===== src/rtl/cagn_pkg.sv =====
`timescale 1ns / 1ps

package cagn_pkg;

  localparam int unsigned THR_W     = 9;
  localparam logic [THR_W-1:0] THR_RESET = 9'd115;

  localparam int unsigned COORD_W = 16;
  localparam int unsigned SIZE_W  = 15;
  localparam int unsigned LABEL_W = 8;
  localparam int unsigned AREA_W  = 2 * SIZE_W;

  typedef struct packed {
    logic [COORD_W-1:0] top;
    logic [COORD_W-1:0] left;
    logic [SIZE_W-1:0]  height;
    logic [SIZE_W-1:0]  width;
    logic [LABEL_W-1:0] label;
  } box_t;

  typedef struct packed {
    logic busy;
    logic hit;
  } cmp_stat_t;

endpackage


===== src/rtl/cagn_iou_cmp.sv =====
`timescale 1ns / 1ps

module cagn_iou_cmp (
  input  logic                         clk_i,
  input  logic                         rst_ni,
  input  logic                         vld_i,
  input  cagn_pkg::box_t               cand_i,
  input  cagn_pkg::box_t               kept_i,
  input  logic [cagn_pkg::THR_W-1:0]   thr_i,
  output cagn_pkg::cmp_stat_t          stat_o
);
  import cagn_pkg::*;

  localparam int unsigned EDGE_W = COORD_W + 2;
  localparam int unsigned UNI_W  = AREA_W + 1;
  localparam int unsigned PROD_W = THR_W + UNI_W;

  // stage 0: overlap extents
  logic signed [EDGE_W-1:0] a_l, a_t, a_r, a_b, b_l, b_t, b_r, b_b;
  logic signed [EDGE_W-1:0] i_l, i_t, i_r, i_b, dx, dy;

  logic              s0_vld_q, s0_same_q;
  logic [SIZE_W-1:0] s0_dx_q, s0_dy_q, s0_bw_q, s0_bh_q;

  always_comb begin
    a_l = {{2{cand_i.left[COORD_W-1]}}, cand_i.left};
    a_t = {{2{cand_i.top[COORD_W-1]}}, cand_i.top};
    b_l = {{2{kept_i.left[COORD_W-1]}}, kept_i.left};
    b_t = {{2{kept_i.top[COORD_W-1]}}, kept_i.top};
    a_r = a_l + {3'b000, cand_i.width};
    a_b = a_t + {3'b000, cand_i.height};
    b_r = b_l + {3'b000, kept_i.width};
    b_b = b_t + {3'b000, kept_i.height};
    i_l = (a_l > b_l) ? a_l : b_l;
    i_t = (a_t > b_t) ? a_t : b_t;
    i_r = (a_r < b_r) ? a_r : b_r;
    i_b = (a_b < b_b) ? a_b : b_b;
    dx  = i_r - i_l;
    dy  = i_b - i_t;
  end

  always_ff @(posedge clk_i or negedge rst_ni) begin
    if (!rst_ni) begin
      s0_vld_q <= 1'b0;
    end else begin
      s0_vld_q <= vld_i;
    end
  end

  always_ff @(posedge clk_i) begin
    s0_same_q <= (cand_i.label == kept_i.label);
    s0_dx_q   <= dx[EDGE_W-1] ? '0 : dx[SIZE_W-1:0];
    s0_dy_q   <= dy[EDGE_W-1] ? '0 : dy[SIZE_W-1:0];
    s0_bw_q   <= kept_i.width;
    s0_bh_q   <= kept_i.height;
  end

  // stage 1: areas
  logic              s1_vld_q, s1_same_q;
  logic [AREA_W-1:0] s1_inter_q, s1_area_b_q, area_a_q;

  always_ff @(posedge clk_i or negedge rst_ni) begin
    if (!rst_ni) begin
      s1_vld_q <= 1'b0;
    end else begin
      s1_vld_q <= s0_vld_q;
    end
  end

  always_ff @(posedge clk_i) begin
    s1_same_q   <= s0_same_q;
    s1_inter_q  <= AREA_W'(s0_dx_q) * AREA_W'(s0_dy_q);
    s1_area_b_q <= AREA_W'(s0_bw_q) * AREA_W'(s0_bh_q);
    area_a_q    <= AREA_W'(cand_i.width) * AREA_W'(cand_i.height);
  end

  // stage 2: union
  logic              s2_vld_q, s2_same_q;
  logic [AREA_W-1:0] s2_inter_q;
  logic [UNI_W-1:0]  s2_uni_q;

  always_ff @(posedge clk_i or negedge rst_ni) begin
    if (!rst_ni) begin
      s2_vld_q <= 1'b0;
    end else begin
      s2_vld_q <= s1_vld_q;
    end
  end

  always_ff @(posedge clk_i) begin
    s2_same_q  <= s1_same_q;
    s2_inter_q <= s1_inter_q;
    s2_uni_q   <= {1'b0, area_a_q} + {1'b0, s1_area_b_q} - {1'b0, s1_inter_q};
  end

  // stage 3: threshold test
  logic              s3_vld_q, s3_hit_q;
  logic [PROD_W-1:0] lhs, rhs;

  always_comb begin
    lhs = PROD_W'({s2_inter_q, 8'h00});
    rhs = PROD_W'(thr_i) * PROD_W'(s2_uni_q);
  end

  always_ff @(posedge clk_i or negedge rst_ni) begin
    if (!rst_ni) begin
      s3_vld_q <= 1'b0;
      s3_hit_q <= 1'b0;
    end else begin
      s3_vld_q <= s2_vld_q;
      s3_hit_q <= s2_vld_q && s2_same_q && (s2_uni_q != '0) && (lhs > rhs);
    end
  end

  assign stat_o.busy = s0_vld_q | s1_vld_q | s2_vld_q | s3_vld_q;
  assign stat_o.hit  = s3_vld_q & s3_hit_q;

endmodule


===== config.mk =====
export PLATFORM = sky130hd
export DESIGN_NAME = cagn_iou_cmp
export DESIGN_NICKNAME = d
export VERILOG_FILES = /design/src/rtl/cagn_pkg.sv /design/src/rtl/cagn_iou_cmp.sv
export SDC_FILE = /design/constraint.sdc
export NUM_CORES = 2
export LEC_CHECK = 0
export BUFFER_PORTS_ARGS = -buffer_cell sky130_fd_sc_hd__buf_4
export CAP_MARGIN = 25
export CELL_PAD_IN_SITES_DETAIL_PLACEMENT = 1
export CELL_PAD_IN_SITES_GLOBAL_PLACEMENT = 1
export CORE_ASPECT_RATIO = 1.2
export CORE_UTILIZATION = 30
export CTS_CLUSTER_SIZE = 28
export DETAILED_ROUTE_END_ITERATION = 6
export PLACE_DENSITY = 0.55
export SLEW_MARGIN = 20
export SYNTH_ARGS = -nofsm -noshare
export SYNTH_HDL_FRONTEND = slang
export SYNTH_SLANG_ARGS = --single-unit

===== constraint.sdc =====
create_clock -name clk_i -period 10.85 [get_ports clk_i]
set_input_delay 2.7125 -clock clk_i [delete_from_list [all_inputs] [get_ports clk_i]]
set_output_delay 2.7125 -clock clk_i [all_outputs]
set_load 0.01 [all_outputs]

==> results.json <==
{
  "final.min_clock_period_ns": 9.34,
  "die_w_um": 351,
  "grt_pass1_vias": 37300,
  "ant_nets": 0,
  "pre_cts_slack_ns": 0.927,
  "post_cts_buffers": 0,
  "post-route-util_pct": 33.1,
  "criticalPathCategory": "in -> reg",
  "muxShareOfSynthArea_pct": 1.22,
  "drt_pass1_iterations": 5,
  "synth_top_family_by_area": "adder cells",
  "skew_ns": 0.0138,
  "hold_viol": 0,
  "antenna_found_initial": 14,
  "ys_seq_area_share_pct": 10.1,
  "syn_area_um2": 43800,
  "clk_pin_slew_worst_paths_ns": 0.07,
  "clock-root-buffer": "clkbuf_16",
  "fmax_mhz": 107,
  "grt_pass1_wl_um": 215000,
  "synth_xor_area_share_pct": 4.30,
  "slew_headroom_pct": 31.2,
  "synth-simple-area-share_pct": 16.1,
  "cts_resized": 0,
  "tightest_slew_ns": 1.03,
  "synth.distinct_cells": 74,
  "synth-compound-area-share_pct": 8.98,
  "syn_inst": 4930,
  "worstPathRequired_ns": 11.32,
  "drt_iter0_markers": 883,
  "yosysTopAreaCell": "fa_1",
  "ys_top_cells_by_area": "fa_1 (34%), ha_1 (16%), dfxtp_1 (9.8%), inv_1 (8.1%), and2_1 (6.3%)",
  "cts.hold.buffers_added": 0,
  "slew_viol_final": 0,
  "clock_latency_ns": 0.58,
  "port_buffers": 153,
  "h-tree-depth": 1,
  "die_h_um": 421,
  "grt-ovfl-total": 0,
  "drc": 0,
  "area_delta_synth_final_pct": 9.48,
  "layout_common_cells": "inv_1 (943), fa_1 (741), nand2_1 (622)",
  "viasPerCell": 4.75,
  "cts_made_buffers": 26,
  "wl_um": 137000,
  "ys_seq_elements": 219,
  "hp-class": "reg -> reg",
  "fin_setup_tns_ns": 0,
  "final_common_cell": "inv_1",
  "initial_utilization_pct": 30.2,
  "final.period_utilization_pct": 86.1,
  "place.gp.congestion": 0.897,
  "io_pins": 154,
  "endpoint_kind": "register",
  "syn-num-nets": 6384,
  "grt_usage_pct": 18.9,
  "setup_viol": 0,
  "cts_buffer_depth": 3,
  "synth_top_area_share_pct": 33.9,
  "ys_warn_count": 0,
  "rsz0062_at_grt": "false",
  "synth_fa_ha_area_share_pct": 49.9,
  "vias": 33000,
  "crit_path_start_kind": "primary input",
  "tritoncts": "yes",
  "dieArea_um2": 148000,
  "crit_arrival_ns": 9.82,
  "grt_max_degree": 32,
  "nets": 6431,
  "synth-async-reset-ratio_pct": 2.28,
  "dp_hpwl_um": 116000,
  "crit_fanout": 31,
  "core_area_um2": 145000,
  "wire_per_inst_um": 19.7,
  "r2r_slack_ns": 3.35,
  "synth.avg_cell_area_um2": 8.89,
  "rows": 153,
  "outcome": "completed",
  "synth_edf_count": 0,
  "maxCapViolCount": 0,
  "setup_slack_ns": 1.51,
  "synth_ff_type": "dfxtp_1",
  "drive_above_1_share_pct": 5.22,
  "cts_sinks": 219
}
critical path, stage by stage:
cell and delay [ns]:
buf_4 0.36, nand2_1 0.14, fa_1 0.57, inv_1 0.06, fa_1 0.48, fa_1 0.56, inv_1 0.06, fa_1 0.53
inv_1 0.04, ha_1 0.36, a21oi_1 0.14, o21ai_0 0.11, or3_1 0.32, o21ai_0 0.46, a2111oi_1 0.17, buf_4 0.19
o41ai_2 0.45, inv_1 0.08, a21oi_1 0.18, xor2_1 0.19, ha_1 0.28, a21o_1 0.17, a21o_1 0.17, a2111oi_0 0.49
o211ai_1 0.15, a21oi_1 0.14, nor3_1 0.09, and3_1 0.15
final timing paths:
| path | start | endpoint | depth (start not counted) |
|---|---|---|---|
| worst max-delay path | thr_i[0] | s3_hit_q$_DFF_PN0_ | 28 |
| worst min-delay path | s0_same_q$_DFF_P_ | s1_same_q$_DFF_P_ | 0 |
| worst max register to register | s2_uni_q[2]$_DFF_P_ | s3_hit_q$_DFF_PN0_ | 27 |
| worst min register to register | s0_same_q$_DFF_P_ | s1_same_q$_DFF_P_ | 0 |
| max in group asynchronous | rst_ni | s3_vld_q$_DFF_PN0_ | 1 |
| min in group asynchronous | rst_ni | s3_hit_q$_DFF_PN0_ | 1 |
per-layer routing:
metal	vias to the layer above	GRT usage (%)	share of wire, %
met5	-	0	0.013
met3	170	0.959	2.1
li1	15500	-	-
met4	4	6.88	3.8
met1	16800	23.0	43
met2	451	34.9	51
cells by family (layout without fill, tap and decap cells):
family / Yosys count / count (layout)
XOR/XNOR: 215 / 215
adder cells (fa/ha/maj): 1302 / 1302
other: 0 / 5
AO/OA/AOI/OAI: 594 / 594
flip-flops: 219 / 219
AND/OR/NAND/NOR: 1442 / 1442
multiplexers: 52 / 52
buffers and inverters: 1106 / 1173
layout make-up:
type / count / area (µm²)
timing repair buffer: 182 / 1370
multi-input combinational: 3605 / 35300
inverter: 943 / 3540
clock buffer: 31 / 721
tap: 1937 / 2420
clock inverter: 17 / 243
sequential: 219 / 4410
antenna: 5 / 12.5
fill: 17000 / 96900
sequential cells by signal, indices dropped and copies added, names as in the netlist:
signal       flops
s1_inter_q      30
s0_bw_q         15
area_a_q        30
s2_uni_q        31
s0_dy_q         15
s1_same_q        1
s0_dx_q         15
s2_same_q        1
s0_vld_q         1
s1_vld_q         1
s1_area_b_q     30
s3_vld_q         1
s2_inter_q      30
s0_same_q        1
s3_hit_q         1
s0_bh_q         15
s2_vld_q         1
metrics by stage:
step,hold WS [ns],instance area (µm²),instances
after floorplan,0.310,43800,4930
after global placement,0.319,47000,6886
after detailed placement,0.319,47000,6886
after CTS,0.334,48000,6934
after global routing,0.340,48000,6938
final,0.329,48000,6939
cell usage after synthesis (all sizes together), types with 7 or more instances:
master   number
a21oi       166
nand2b       23
nor3         42
o211ai        9
nor4         11
o21a         38
nor2        141
a21o         90
clkbuf      156
nor2b        27
fa          741
a21boi        8
nand2       622
ha          561
nand4        22
and3         32
buf           7
and2        442
o21bai       42
o31ai         8
a211o        13
nand3        37
dfxtp       214
o21ai       107
a2111oi       9
or2           8
xnor2       151
a31oi        20
inv         943
mux2         10
or3          18
xor2         64
a211oi       24
mux2i        42
Power is left out: the tool's default activity adds up to more than one toggle a clock period on the data nets, which glitch-free logic cannot reach.
